==> src/sws_pkg.sv <==
// ----------------------------------------------------------------------------
// sws_pkg : shared types and constants for the sliding window std deviation
// Fixed output format, opcodes, register reset and controller states.
// ----------------------------------------------------------------------------
`default_nettype none

package sws_pkg;

  // result format: 24-bit deviation with 8 fraction bits
  localparam int DEV_BITS  = 24;
  localparam int FRAC_BITS = 8;
  // variance carries twice the fraction bits of the root
  localparam int VAR_FRAC  = 2 * FRAC_BITS;
  localparam int QUO_BITS  = 2 * DEV_BITS;
  // quotient of the integer variance saturates at or above 2^SAT_SHIFT
  localparam int SAT_SHIFT = QUO_BITS - VAR_FRAC;

  localparam logic [DEV_BITS-1:0] DEV_MAX = '1;

  localparam int HELD_BITS = 5;
  localparam int CFG_BITS  = 5;
  localparam logic [CFG_BITS-1:0] CFG_WIN_RESET = 5'd8;

  localparam logic OP_ADD   = 1'b0;
  localparam logic OP_CLEAR = 1'b1;

  typedef enum logic [3:0] {
    ST_IDLE,
    ST_SQ_WAIT,
    ST_UPDATE,
    ST_MUL,
    ST_MUL_WAIT,
    ST_CHECK,
    ST_DIV,
    ST_DIV_WAIT,
    ST_SQRT_WAIT,
    ST_OUT
  } sws_state_t;

endpackage

`default_nettype wire

==> src/sliding_window_std_dev.sv <==
// ----------------------------------------------------------------------------
// sliding_window_std_dev : running standard deviation over a sample window
// Ring of recent samples with running sum and sum of squares, serial
// multipliers, divider and square root.
// ----------------------------------------------------------------------------
// Each input transaction either adds an unsigned sample (evicting the oldest
// one once the window holds window_size samples) or clears the history, and
// yields one result transaction: floor(256 * unbiased std deviation), a flag
// that at least two samples are held, and the held count. The block works on
// one transaction at a time. An add runs the sample squaring pass, the
// n*sumsq and sum^2 shift-add pass, the divider and the square root, all
// one bit a cycle. A clear, or an add that leaves fewer than two samples or
// zero variance, skips the divider and root. in_stall is high while a
// transaction is in work; a finished result sits in the output register
// while the next input is accepted. The user must write window_size through
// the cfg port only while idle; the block does not enforce it;
// change it only after a clear.
// The ring holds no reset state.
// ----------------------------------------------------------------------------
`default_nettype none

module sliding_window_std_dev #(
  parameter int MAX_WINDOW  = 16,
  parameter int SAMPLE_BITS = 16
) (
  input  wire logic                             clk,
  input  wire logic                             rst_n,
  // configuration: window_size
  input  wire logic                             cfg_valid,
  output logic                                  cfg_ready,
  input  wire logic [sws_pkg::CFG_BITS-1:0]     cfg_data,
  // input transactions
  input  wire logic                             in_valid,
  output logic                                  in_stall,
  input  wire logic                             in_operation,
  input  wire logic [SAMPLE_BITS-1:0]           in_sample,
  // result transactions
  output logic                                  out_valid,
  input  wire logic                             out_stall,
  output logic [sws_pkg::DEV_BITS-1:0]          out_deviation,
  output logic                                  out_dev_valid,
  output logic [sws_pkg::HELD_BITS-1:0]         out_held_count
);

  import sws_pkg::*;

  // widths derived from the window and sample size
  localparam int AW   = $clog2(MAX_WINDOW);
  localparam int CW   = $clog2(MAX_WINDOW + 1);
  localparam int SUMW = SAMPLE_BITS + CW;
  localparam int SQW  = 2 * SAMPLE_BITS + CW;
  localparam int DW   = 2 * SUMW;
  localparam int MDW  = 2 * CW;
  localparam logic [AW+1:0] MAXW_S = (AW + 2)'(MAX_WINDOW);

  function automatic logic [AW-1:0] wrap_slot(input logic [AW+1:0] s);
    return (s >= MAXW_S) ? AW'(s - MAXW_S) : AW'(s);
  endfunction

  sws_state_t state_r, state_nxt;

  // architectural state
  logic [CFG_BITS-1:0]    cfg_win_r;
  logic [AW-1:0]          ptr_r;
  logic [CW-1:0]          cnt_r;
  logic [SUMW-1:0]        sum_r;
  logic [SQW-1:0]         sumsq_r;
  logic [SAMPLE_BITS-1:0] ring_mem [MAX_WINDOW];
  logic [SAMPLE_BITS-1:0] rd_r;

  // per-transaction working registers
  logic [SAMPLE_BITS-1:0] sample_r;
  logic                   evict_r;
  logic                   gt_r;
  logic [DW-1:0]          diff_r;
  logic [MDW-1:0]         m_r;
  logic [DEV_BITS-1:0]    res_dev_r;
  logic                   res_vld_r;

  // output register
  logic                   out_valid_r;
  logic [DEV_BITS-1:0]    out_dev_r;
  logic                   out_dvld_r;
  logic [HELD_BITS-1:0]   out_held_r;

  logic                   in_fire;
  logic                   out_fire;
  logic [CW-1:0]          win_eff;

  // controller strobes
  logic sq_start, mul_start, div_start, sqrt_start, out_load;
  logic res_zero, res_zero_vld, res_sat, res_root;

  // serial units
  logic                     sqn_busy, sqo_busy, mn_busy, mss_busy, div_busy, sqrt_busy;
  logic [2*SAMPLE_BITS-1:0] sq_new, sq_old;
  logic [DW-1:0]            prod_nsq, prod_ss;
  logic                     div_sat;
  logic [QUO_BITS-1:0]      div_quo;
  logic [DEV_BITS-1:0]      sqrt_root;

  // update-step values
  logic [AW-1:0]          ptr_base;
  logic [CW-1:0]          cnt_base;
  logic [AW-1:0]          wr_slot;
  logic [SAMPLE_BITS-1:0] old_s;
  logic [2*SAMPLE_BITS-1:0] old_sq;

  assign cfg_ready = 1'b1;
  assign in_stall  = (state_r != ST_IDLE);
  assign in_fire   = in_valid && !in_stall;
  assign out_fire  = out_valid_r && !out_stall;

  // window size zero acts as one, oversize saturates at the ring depth
  always_comb begin
    if (cfg_win_r == '0) begin
      win_eff = CW'(1);
    end else if (32'(cfg_win_r) > MAX_WINDOW) begin
      win_eff = CW'(MAX_WINDOW);
    end else begin
      win_eff = CW'(cfg_win_r);
    end
  end

  // ---------------------------------------------------------------- control
  always_ff @(posedge clk) begin
    if (!rst_n) begin
      state_r <= ST_IDLE;
    end else begin
      state_r <= state_nxt;
    end
  end

  always_comb begin
    state_nxt    = state_r;
    sq_start     = 1'b0;
    mul_start    = 1'b0;
    div_start    = 1'b0;
    sqrt_start   = 1'b0;
    out_load     = 1'b0;
    res_zero     = 1'b0;
    res_zero_vld = 1'b0;
    res_sat      = 1'b0;
    res_root     = 1'b0;
    unique case (state_r)
      ST_IDLE: begin
        if (in_fire) begin
          if (in_operation == OP_CLEAR) begin
            res_zero  = 1'b1;
            state_nxt = ST_OUT;
          end else begin
            sq_start  = 1'b1;
            state_nxt = ST_SQ_WAIT;
          end
        end
      end
      ST_SQ_WAIT: begin
        if (!sqn_busy && !sqo_busy) begin
          state_nxt = ST_UPDATE;
        end
      end
      ST_UPDATE: begin
        state_nxt = ST_MUL;
      end
      ST_MUL: begin
        mul_start = 1'b1;
        state_nxt = ST_MUL_WAIT;
      end
      ST_MUL_WAIT: begin
        if (!mn_busy && !mss_busy) begin
          state_nxt = ST_CHECK;
        end
      end
      ST_CHECK: begin
        state_nxt = ST_DIV;
      end
      ST_DIV: begin
        if (cnt_r < CW'(2)) begin
          res_zero  = 1'b1;
          state_nxt = ST_OUT;
        end else if (!gt_r) begin
          res_zero_vld = 1'b1;
          state_nxt    = ST_OUT;
        end else begin
          div_start = 1'b1;
          state_nxt = ST_DIV_WAIT;
        end
      end
      ST_DIV_WAIT: begin
        if (!div_busy) begin
          if (div_sat) begin
            res_sat   = 1'b1;
            state_nxt = ST_OUT;
          end else begin
            sqrt_start = 1'b1;
            state_nxt  = ST_SQRT_WAIT;
          end
        end
      end
      ST_SQRT_WAIT: begin
        if (!sqrt_busy) begin
          res_root  = 1'b1;
          state_nxt = ST_OUT;
        end
      end
      ST_OUT: begin
        // wait for the output register to drain
        if (!out_valid_r || !out_stall) begin
          out_load  = 1'b1;
          state_nxt = ST_IDLE;
        end
      end
      default: begin
        state_nxt = ST_IDLE;
      end
    endcase
  end

  // ---------------------------------------------------------------- window
  // after an eviction the oldest slot moves on and the count drops by one,
  // then the new sample lands right after the youngest held one
  assign ptr_base = evict_r ? wrap_slot((AW + 2)'(ptr_r) + (AW + 2)'(1)) : ptr_r;
  assign cnt_base = evict_r ? cnt_r - CW'(1) : cnt_r;
  assign wr_slot  = wrap_slot((AW + 2)'(ptr_base) + (AW + 2)'(cnt_base));
  assign old_s    = evict_r ? rd_r : '0;
  assign old_sq   = evict_r ? sq_old : '0;

  always_ff @(posedge clk) begin
    if (!rst_n) begin
      cfg_win_r   <= CFG_WIN_RESET;
      ptr_r       <= '0;
      cnt_r       <= '0;
      sum_r       <= '0;
      sumsq_r     <= '0;
      out_valid_r <= 1'b0;
    end else begin
      if (cfg_valid && cfg_ready) begin
        cfg_win_r <= cfg_data;
      end
      if (in_fire && in_operation == OP_CLEAR) begin
        ptr_r   <= '0;
        cnt_r   <= '0;
        sum_r   <= '0;
        sumsq_r <= '0;
      end
      if (state_r == ST_UPDATE) begin
        ptr_r   <= ptr_base;
        cnt_r   <= cnt_base + CW'(1);
        sum_r   <= sum_r - SUMW'(old_s) + SUMW'(sample_r);
        sumsq_r <= sumsq_r - SQW'(old_sq) + SQW'(sq_new);
      end
      if (out_load) begin
        out_valid_r <= 1'b1;
      end else if (out_fire) begin
        out_valid_r <= 1'b0;
      end
    end
  end

  // sample ring: one write port, registered read of the oldest slot
  always_ff @(posedge clk) begin
    if (state_r == ST_UPDATE) begin
      ring_mem[wr_slot] <= sample_r;
    end
    rd_r <= ring_mem[ptr_r];
  end

  // ---------------------------------------------------------------- datapath
  always_ff @(posedge clk) begin
    if (in_fire) begin
      sample_r <= in_sample;
      evict_r  <= (cnt_r >= win_eff);
    end
    if (state_r == ST_CHECK) begin
      gt_r   <= prod_nsq > prod_ss;
      diff_r <= prod_nsq - prod_ss;
      m_r    <= MDW'(MDW'(cnt_r) * MDW'(cnt_r - CW'(1)));
    end
    if (res_zero || res_zero_vld) begin
      res_dev_r <= '0;
      res_vld_r <= res_zero_vld;
    end
    if (res_sat) begin
      res_dev_r <= DEV_MAX;
      res_vld_r <= 1'b1;
    end
    if (res_root) begin
      res_dev_r <= sqrt_root;
      res_vld_r <= 1'b1;
    end
    if (out_load) begin
      out_dev_r  <= res_dev_r;
      out_dvld_r <= res_vld_r;
      out_held_r <= HELD_BITS'(cnt_r);
    end
  end

  // squares of the incoming and the evicted sample
  sws_mul #(.WA(SAMPLE_BITS), .WB(SAMPLE_BITS)) u_sq_new (
    .clk   (clk),
    .rst_n (rst_n),
    .start (sq_start),
    .a     (in_sample),
    .b     (in_sample),
    .busy  (sqn_busy),
    .prod  (sq_new)
  );

  sws_mul #(.WA(SAMPLE_BITS), .WB(SAMPLE_BITS)) u_sq_old (
    .clk   (clk),
    .rst_n (rst_n),
    .start (sq_start),
    .a     (rd_r),
    .b     (rd_r),
    .busy  (sqo_busy),
    .prod  (sq_old)
  );

  // n * sumsq and sum^2
  sws_mul #(.WA(SQW), .WB(CW)) u_mul_nsq (
    .clk   (clk),
    .rst_n (rst_n),
    .start (mul_start),
    .a     (sumsq_r),
    .b     (cnt_r),
    .busy  (mn_busy),
    .prod  (prod_nsq)
  );

  sws_mul #(.WA(SUMW), .WB(SUMW)) u_mul_ss (
    .clk   (clk),
    .rst_n (rst_n),
    .start (mul_start),
    .a     (sum_r),
    .b     (sum_r),
    .busy  (mss_busy),
    .prod  (prod_ss)
  );

  // variance * 2^16 = floor((n*sumsq - sum^2) * 2^16 / (n*(n-1)))
  sws_div #(.DW(DW), .MDW(MDW)) u_div (
    .clk   (clk),
    .rst_n (rst_n),
    .start (div_start),
    .d     (diff_r),
    .m     (m_r),
    .busy  (div_busy),
    .sat   (div_sat),
    .quo   (div_quo)
  );

  sws_sqrt u_sqrt (
    .clk   (clk),
    .rst_n (rst_n),
    .start (sqrt_start),
    .x     (div_quo),
    .busy  (sqrt_busy),
    .root  (sqrt_root)
  );

  assign out_valid      = out_valid_r;
  assign out_deviation  = out_dev_r;
  assign out_dev_valid  = out_dvld_r;
  assign out_held_count = out_held_r;

endmodule

`default_nettype wire

==> src/sws_mul.sv <==
// ----------------------------------------------------------------------------
// sws_mul : bit-serial shift-add multiplier
// One multiplier bit per cycle.
// ----------------------------------------------------------------------------
`default_nettype none

module sws_mul #(
  parameter int WA = 16,
  parameter int WB = 16
) (
  input  wire logic             clk,
  input  wire logic             rst_n,
  input  wire logic             start,
  input  wire logic [WA-1:0]    a,
  input  wire logic [WB-1:0]    b,
  output logic                  busy,
  output logic [WA+WB-1:0]      prod
);

  localparam int WP   = WA + WB;
  localparam int CNTW = $clog2(WB + 1);

  logic [WP-1:0]   mcand_r;
  logic [WP-1:0]   acc_r;
  logic [WB-1:0]   mplier_r;
  logic [CNTW-1:0] cnt_r;
  logic            busy_r;

  always_ff @(posedge clk) begin
    if (!rst_n) begin
      busy_r <= 1'b0;
      cnt_r  <= '0;
    end else if (start) begin
      busy_r <= 1'b1;
      cnt_r  <= CNTW'(WB);
    end else if (busy_r) begin
      cnt_r <= cnt_r - CNTW'(1);
      if (cnt_r == CNTW'(1)) begin
        busy_r <= 1'b0;
      end
    end
  end

  always_ff @(posedge clk) begin
    if (start) begin
      mcand_r  <= WP'(a);
      mplier_r <= b;
      acc_r    <= '0;
    end else if (busy_r) begin
      if (mplier_r[0]) begin
        acc_r <= acc_r + mcand_r;
      end
      mcand_r  <= mcand_r << 1;
      mplier_r <= mplier_r >> 1;
    end
  end

  assign busy = busy_r;
  assign prod = acc_r;

endmodule

`default_nettype wire

==> src/sws_div.sv <==
// ----------------------------------------------------------------------------
// sws_div : restoring divider for the scaled variance
// Gives floor(d * 2^VAR_FRAC / m), one quotient bit per cycle, plus a flag
// when the integer quotient reaches 2^SAT_SHIFT.
// ----------------------------------------------------------------------------
`default_nettype none

module sws_div #(
  parameter int DW  = 40,
  parameter int MDW = 10
) (
  input  wire logic                         clk,
  input  wire logic                         rst_n,
  input  wire logic                         start,
  input  wire logic [DW-1:0]                d,
  input  wire logic [MDW-1:0]               m,
  output logic                              busy,
  output logic                              sat,
  output logic [sws_pkg::QUO_BITS-1:0]      quo
);

  import sws_pkg::*;

  localparam int CMPW = (DW > MDW + SAT_SHIFT) ? DW : MDW + SAT_SHIFT;
  localparam int CNTW = $clog2(QUO_BITS + 1);

  logic [CMPW-1:0]     dext;
  logic [CMPW-1:0]     dhi;
  logic [MDW:0]        trial;
  logic                fits;
  logic [MDW-1:0]      m_r;
  logic [MDW-1:0]      rem_r;
  logic [QUO_BITS-1:0] lo_r;
  logic [QUO_BITS-1:0] quo_r;
  logic                sat_r;
  logic [CNTW-1:0]     cnt_r;
  logic                busy_r;

  assign dext  = CMPW'(d);
  assign dhi   = dext >> SAT_SHIFT;
  assign trial = {rem_r, lo_r[QUO_BITS-1]};
  assign fits  = trial >= {1'b0, m_r};

  always_ff @(posedge clk) begin
    if (!rst_n) begin
      busy_r <= 1'b0;
      cnt_r  <= '0;
    end else if (start) begin
      busy_r <= 1'b1;
      cnt_r  <= CNTW'(QUO_BITS);
    end else if (busy_r) begin
      cnt_r <= cnt_r - CNTW'(1);
      if (cnt_r == CNTW'(1)) begin
        busy_r <= 1'b0;
      end
    end
  end

  // when not saturated d >> SAT_SHIFT is below m, so it seeds the remainder
  always_ff @(posedge clk) begin
    if (start) begin
      m_r   <= m;
      sat_r <= dext >= (CMPW'(m) << SAT_SHIFT);
      rem_r <= MDW'(dhi);
      lo_r  <= {dext[SAT_SHIFT-1:0], VAR_FRAC'(0)};
      quo_r <= '0;
    end else if (busy_r) begin
      rem_r <= fits ? MDW'(trial - {1'b0, m_r}) : MDW'(trial);
      lo_r  <= lo_r << 1;
      quo_r <= {quo_r[QUO_BITS-2:0], fits};
    end
  end

  assign busy = busy_r;
  assign sat  = sat_r;
  assign quo  = quo_r;

endmodule

`default_nettype wire

==> src/sws_sqrt.sv <==
// ----------------------------------------------------------------------------
// sws_sqrt : bit-serial integer square root
// Two radicand bits in, one root bit out per cycle.
// ----------------------------------------------------------------------------
`default_nettype none

module sws_sqrt (
  input  wire logic                          clk,
  input  wire logic                          rst_n,
  input  wire logic                          start,
  input  wire logic [sws_pkg::QUO_BITS-1:0]  x,
  output logic                               busy,
  output logic [sws_pkg::DEV_BITS-1:0]       root
);

  import sws_pkg::*;

  localparam int CNTW = $clog2(DEV_BITS + 1);
  localparam int RW   = DEV_BITS + 2;

  logic [QUO_BITS-1:0] x_r;
  logic [RW-1:0]       rem_r;
  logic [DEV_BITS-1:0] root_r;
  logic [RW+1:0]       rem_sh;
  logic [RW+1:0]       trial;
  logic                fits;
  logic [CNTW-1:0]     cnt_r;
  logic                busy_r;

  assign rem_sh = {rem_r, x_r[QUO_BITS-1 -: 2]};
  assign trial  = (RW + 2)'({root_r, 2'b01});
  assign fits   = rem_sh >= trial;

  always_ff @(posedge clk) begin
    if (!rst_n) begin
      busy_r <= 1'b0;
      cnt_r  <= '0;
    end else if (start) begin
      busy_r <= 1'b1;
      cnt_r  <= CNTW'(DEV_BITS);
    end else if (busy_r) begin
      cnt_r <= cnt_r - CNTW'(1);
      if (cnt_r == CNTW'(1)) begin
        busy_r <= 1'b0;
      end
    end
  end

  always_ff @(posedge clk) begin
    if (start) begin
      x_r    <= x;
      rem_r  <= '0;
      root_r <= '0;
    end else if (busy_r) begin
      x_r    <= x_r << 2;
      rem_r  <= fits ? RW'(rem_sh - trial) : RW'(rem_sh);
      root_r <= {root_r[DEV_BITS-2:0], fits};
    end
  end

  assign busy = busy_r;
  assign root = root_r;

endmodule

`default_nettype wire
==> config.mk <==
export PLATFORM = sky130hd
export DESIGN_NAME = sliding_window_std_dev
export DESIGN_NICKNAME = d
export VERILOG_FILES = /design/src/sws_pkg.sv /design/src/sliding_window_std_dev.sv /design/src/sws_mul.sv /design/src/sws_div.sv /design/src/sws_sqrt.sv
export SDC_FILE = /design/constraint.sdc
export NUM_CORES = 2
export LEC_CHECK = 0
export ABC_AREA = 1
export BUFFER_PORTS_ARGS = -buffer_cell sky130_fd_sc_hd__clkbuf_2
export CORE_ASPECT_RATIO = 1.25
export CORE_MARGIN = 2
export CORE_UTILIZATION = 40
export CTS_CLUSTER_DIAMETER = 40
export DETAILED_ROUTE_END_ITERATION = 6
export PLACE_DENSITY = 0.68
export SYNTH_ARGS = -nofsm -noshare
export SYNTH_HDL_FRONTEND = slang
export SYNTH_HIERARCHICAL = 1
export SYNTH_SLANG_ARGS = --single-unit
==> constraint.sdc <==
create_clock -name clk -period 4.55 [get_ports clk]
set_input_delay 0.6825 -clock clk [delete_from_list [all_inputs] [get_ports clk]]
set_output_delay 0.6825 -clock clk [all_outputs]
set_load 0.005 [all_outputs]
# Word-level counts from Yosys, hierarchy flattened

Memories as Yosys holds them, arrays and structs flattened. A register that Yosys moved wholly into a read port is not among the register bits.
Index checks and enable logic that the tools add are counted.

Bitwise logic cells: 1
Muxes and demuxes: 112
Equal/unequal tests: 21
Add/subtract/negate cells: 24
$mul: 1
$lt $le $gt $ge: 9
Reductions and logical operators: 36

Operator list:

| cell                | count |
|---|---|
| $mux 48             | 4 |
| $mux 37             | 4 |
| $mux 16             | 9 |
| $mux 21             | 6 |
| $add 42x42->42      | 2 |
| $mux 5              | 15 |
| $mux 24             | 3 |
| $add 32x32->32      | 2 |
| $mux 4              | 14 |
| $mux 1              | 46 |
| $ge 42x42->1        | 1 |
| $gt 42x42->1        | 1 |
| $sub 42x42->42      | 1 |
| $pmux 4 s10         | 1 |
| $add 37x32->37      | 1 |
| $sub 37x32->37      | 1 |
| $mux 32             | 1 |
| $mux 10             | 3 |
| $ge 28x26->1        | 1 |
| $mux 26             | 1 |
| $sub 26x26->26      | 1 |
| $sub 5x1->5 const B | 5 |
| $add 21x16->21      | 1 |
| $sub 21x16->21      | 1 |
| 38 further kinds    | 79 |

Output and inout port bits: 33
Word-level logic and storage cells: 264
Input port bits: 27
RAM bits: 256
Memories: 1
Register bits after elaboration: 790

Memories:

| name     | words | width | rd ports | clocked after memory_dff | wr ports | line                         | text |
|---|---|---|---|---|---|---|---|
| ring_mem | 16    | 16    | 1        | 1                        | 1        | sliding_window_std_dev.sv:68 | `logic [SAMPLE_BITS-1:0] ring_mem [MAX_WINDOW];` |

# Logic depth before layout (Yosys ltp)

Depth in word-level cells: 9
Depth in mapped cells: 21
Gate-level depth less buffers: 20

# Hierarchy

Netlist, hierarchy kept.

Modules (own cells, without submodules):

| module                 | times used | cells each | area an instance (sq um) | sequential area each (sq um) |
|---|---|---|---|---|
| sliding_window_std_dev | 1          | 3,094      | 27,052.2                 | 13,262.7 |
| sws_mul (u_sq_new ...) | 2          | 889        | 5,743.0                  | 2,042.0 |
| sws_mul (u_mul_ss)     | 1          | 1,171      | 7,543.5                  | 2,642.5 |
| sws_mul (u_mul_nsq)    | 1          | 1,097      | 6,895.4                  | 2,282.2 |
| sws_sqrt               | 1          | 826        | 6,064.6                  | 2,562.5 |
| sws_div                | 1          | 584        | 5,081.1                  | 2,692.6 |

# Worst setup path before layout

Ideal clock, no wire load.

Path kind: register to register
Start point: reg, netlist name cnt_r[0]
End point: reg, netlist name m_r[9]
Cell stages (with the launch flop): 20
Setup time: 0.263 ns
Data arrival time: 4.192 ns
Buffers on the path: 1
Period minus slack after synthesis: 4.454 ns
Path slack: 0.096 ns
Required time: 4.287 ns
Cell sequence: dfxtp_1 buf_2 inv_1 ha_1 nand3_1 ha_1 inv_1 nand2_1 fa_1 fa_1 fa_1 inv_1 fa_1 ha_1 nand3_1 nand2_1 nand2_1 nand2_1 a21oi_1 xor2_1

==> out/metrics.csv <==
stage;metric;value;unit
run_status;status;finished, final reports clean;
min_path;min_from;cfg_data[2];
detailed_routing;routed_via_density;5.030;
logic_synthesis;synth_top_area_share;29.41;%
logic_synthesis;yosys_most_used_dff;edfxtp_1;
placement;gp_congestion;0.9975;
critical_path;r2r_end;m_r[9];
detailed_routing;drc_errors;0;
die;rows;164;
timing;setup_viol;0;
min_path;hold_depth;3;
critical_path;ff2ff_path_depth;18;
layout;nNetsFinal;9043;
timing;tightestPinTransition;1183;ps
timing;rsz0062_at_grt;false;
logic_synthesis;synthCells;8550;
layout;final_cell_mix;nand2_1, inv_1, nor2_1;
die;die_x;362.1;um
global_route;grt_max_degree;125;
logic_synthesis;synth_area_leaders;edfxtp_1, nand2_1, dfxtp_1, inv_1, ha_1;
placement;dp_hpwl;140.2;mm
global_route;track_usage;22.57;%
clock_tree;clock_sinks;1061;
detailed_routing;first_pass_iters;6;
timing;fmax;236.8;MHz
timing;final.min_clock_period;4222;ps
global_route;overflow;0;
layout;fin_cells;10820;
critical_path;critPathLaunch;cnt_r[0];
timing;fin_ws;327.9;ps
layout;drive_gt1_share;6.760;%
power_and_ir_drop;ir_worst_vdd;0.4857;mV
run;drv_cap;0;
critical_path;required;5110;ps
placement;dp_slack;214.8;ps
critical_path;worst-path-max-fanout;3;
timing;min_period_over_period;92.79;%
clock_tree;clk_latency;810;ps
timing;hold_violations;0;
clock_tree;clock-root-buffer;clkbuf_16;
timing;clock-skew-final;33.37;ps
clock_tree;numCtsBuffers;154;
power_and_ir_drop;leakage;34.98;nW
clock_tree;cts_tree;yes;
global_route;grt_pass1_wl;290.2;mm
layout;syn_to_final_growth;12.25;%
die;core_area;0.1594;mm^2
critical_path;worst-setup-path-type;flop to flop;
detailed_routing;antenna_left;0;
clock_tree;post-cts-setup-buffers;0;
clock_tree;cts_buffer_depth;3;
power_and_ir_drop;powerDensity;712.9;mW/mm^2
global_route;grt_pass1_vias;52780;
critical_path;cp.arrival;4780;ps
logic_synthesis;syn_area;0.06412;mm^2
logic_synthesis;ys_seq_area_share;42.93;%
die;initial_core_util;40.22;%
detailed_routing;wirelength;187.3;mm
clock_tree;clkTransAtPathRegs;60;ps
logic_synthesis;yosysTopAreaCell;edfxtp_1;
logic_synthesis;ys_ff_latch;1061;
critical_path;rrSetupSlack;330;ps
clock_tree;htreeDepth;4;
detailed_routing;vias;54420;
detailed_routing;drt-wirelength-per-cell;17.32;um
logic_synthesis;syn_avg_cell_area;7.500;um^2
critical_path;start_kind;flop;
die;ios;60;
power_and_ir_drop;power;51.31;mW
logic_synthesis;yosys_warnings;6;
logic_synthesis;netlist-cell-type-count;71;
logic_synthesis;async_reset_ff_share;0;%
timing;slew_violations;0;
die;fp.dieH;451.6;um
detailed_routing;first_iter_violations;3899;
min_path;whs_endpoint;cfg_win_r[2];
critical_path;cp-end-kind;flop;
placement;place_inst;10530;
global_route;grt_antenna_before_repair;2;
critical_path;reg2reg_from;cnt_r[0];
die;die_area;0.1635;mm^2
timing;fin_setup_tns;0;ps
logic_synthesis;synth_edf_count;628;
placement;io_buffers;58;
timing;slew_headroom;20.91;%
min_path;hp-class;primary input to flop;
layout;final_common_cell;nand2_1;
[worst max-delay path, cell delays in order, from the launching register on]
cell     delay (ps)
dfxtp_1         310
inv_1            70
ha_1            170
nand3_1          90
ha_1            320
inv_1            80
nand2_1          70
fa_1            520
fa_1            440
fa_1            550
inv_1            50
fa_1            490
ha_1            310
nand3_1          80
nand2_1          80
nand2_1          60
nand2_1          50
a21oi_1         150
xor2_1           90
[flip-flops by register name (all words and copies together), names as in the netlist, 24 cells and up]
name,cells
diff_r,42
u_sq_old/prod,32
out_deviation,24
u_sq_old/mcand_r,32
u_div/quo,48
u_sqrt/x_r,48
sumsq_r,37
u_mul_nsq/prod,42
u_div/lo_r,32
u_sq_new/mcand_r,32
u_mul_ss/mcand_r,42
u_mul_ss/prod,42
u_sqrt/root,24
u_sq_new/prod,32
ring_mem,256
res_dev_r,24
u_mul_nsq/mcand_r,42
u_sqrt/rem_r,26
[area by class of cell]
cell class / count / area, um^2
Antenna cell: 1 / 2.502
Sequential cell: 1061 / 27530
Tap cell: 2075 / 2596
Clock buffer: 188 / 4125
Inverter: 1417 / 5321
Fill cell: 15780 / 87460
Timing Repair Buffer: 134 / 923.4
Multi-Input combinational cell: 5841 / 30240
Clock inverter: 101 / 1242
[metal layers]
metal,global-route usage (%),vias to the layer above,part of all wire (%)
li1,-,27430,-
met1,26.38,25250,40
met2,40.60,1365,50
met3,2.883,375,4.8
met4,10.98,0,4.8
met5,0,-,0
[repair_timing]
action	CTS	global route
hold buffers	0	0
endpoints found under the hold margin	0	0
gates resized for setup	0	0
setup endpoints to repair	0	1
[kinds of logic after synthesis]
family          Yosys count  share of synthesized area (%)
simple gates           4169                          26.52
buf+inv                1649                          10.00
compound gates         1117                          9.805
flops                  1061                          42.93
fa+ha+maj               407                          8.738
xor+xnor                145                          1.992
other cells               2                        0.01171
[synthesized netlist by cell type (7+ instances only)]
cell type / number
nand2_1: 2534
inv_1: 1394
nor2_1: 1005
edfxtp_1: 628
o21ai_0: 444
dfxtp_1: 433
a21oi_1: 375
nand3_1: 349
ha_1: 339
clkbuf_1: 156
xor2_1: 103
o22ai_1: 87
fa_1: 68
nand4_1: 57
nand2_2: 54
o221ai_1: 47
xnor2_1: 41
buf_2: 40
nor3_1: 40
o21bai_1: 38
nand3_2: 32
nor2_2: 27
o211ai_1: 27
a21o_1: 18
a31oi_1: 18
inv_2: 17
nor4_1: 15
a21oi_2: 13
buf_1: 12
o21ai_1: 11
nor2_4: 10
and2_1: 9
buf_4: 8
a211oi_1: 7
o21a_1: 7
o31ai_1: 7
or2_2: 7
[metrics by stage]
step                hold WS, ps  instance area, um^2  util (%)
floorplan                 400.3                64130         -
global placement          403.3                66610     41.78
detailed placement        404.5                66610     41.78
CTS                       38.67                71980     45.14
global route              66.12                71980     45.15
finish                    90.52                71980     45.15
[power by group]
group	internal (mW)	switching, mW
Clock	7.23	4.98
Combinational	8.01	16.7
Sequential	12.6	1.79
Total	27.8	23.5
[worst max-delay path by stage]
stage / end / slack, ps / cells past startpoint
CTS: m_r[9] / 220 / 18
finish: m_r[9] / 330 / 18
global placement: m_r[9] / 150 / 18
detailed placement: m_r[9] / 210 / 18
floorplan: m_r[9] / 100 / 19
global route: m_r[9] / 20 / 18
Note: power is estimated with default switching activity, not from simulation.
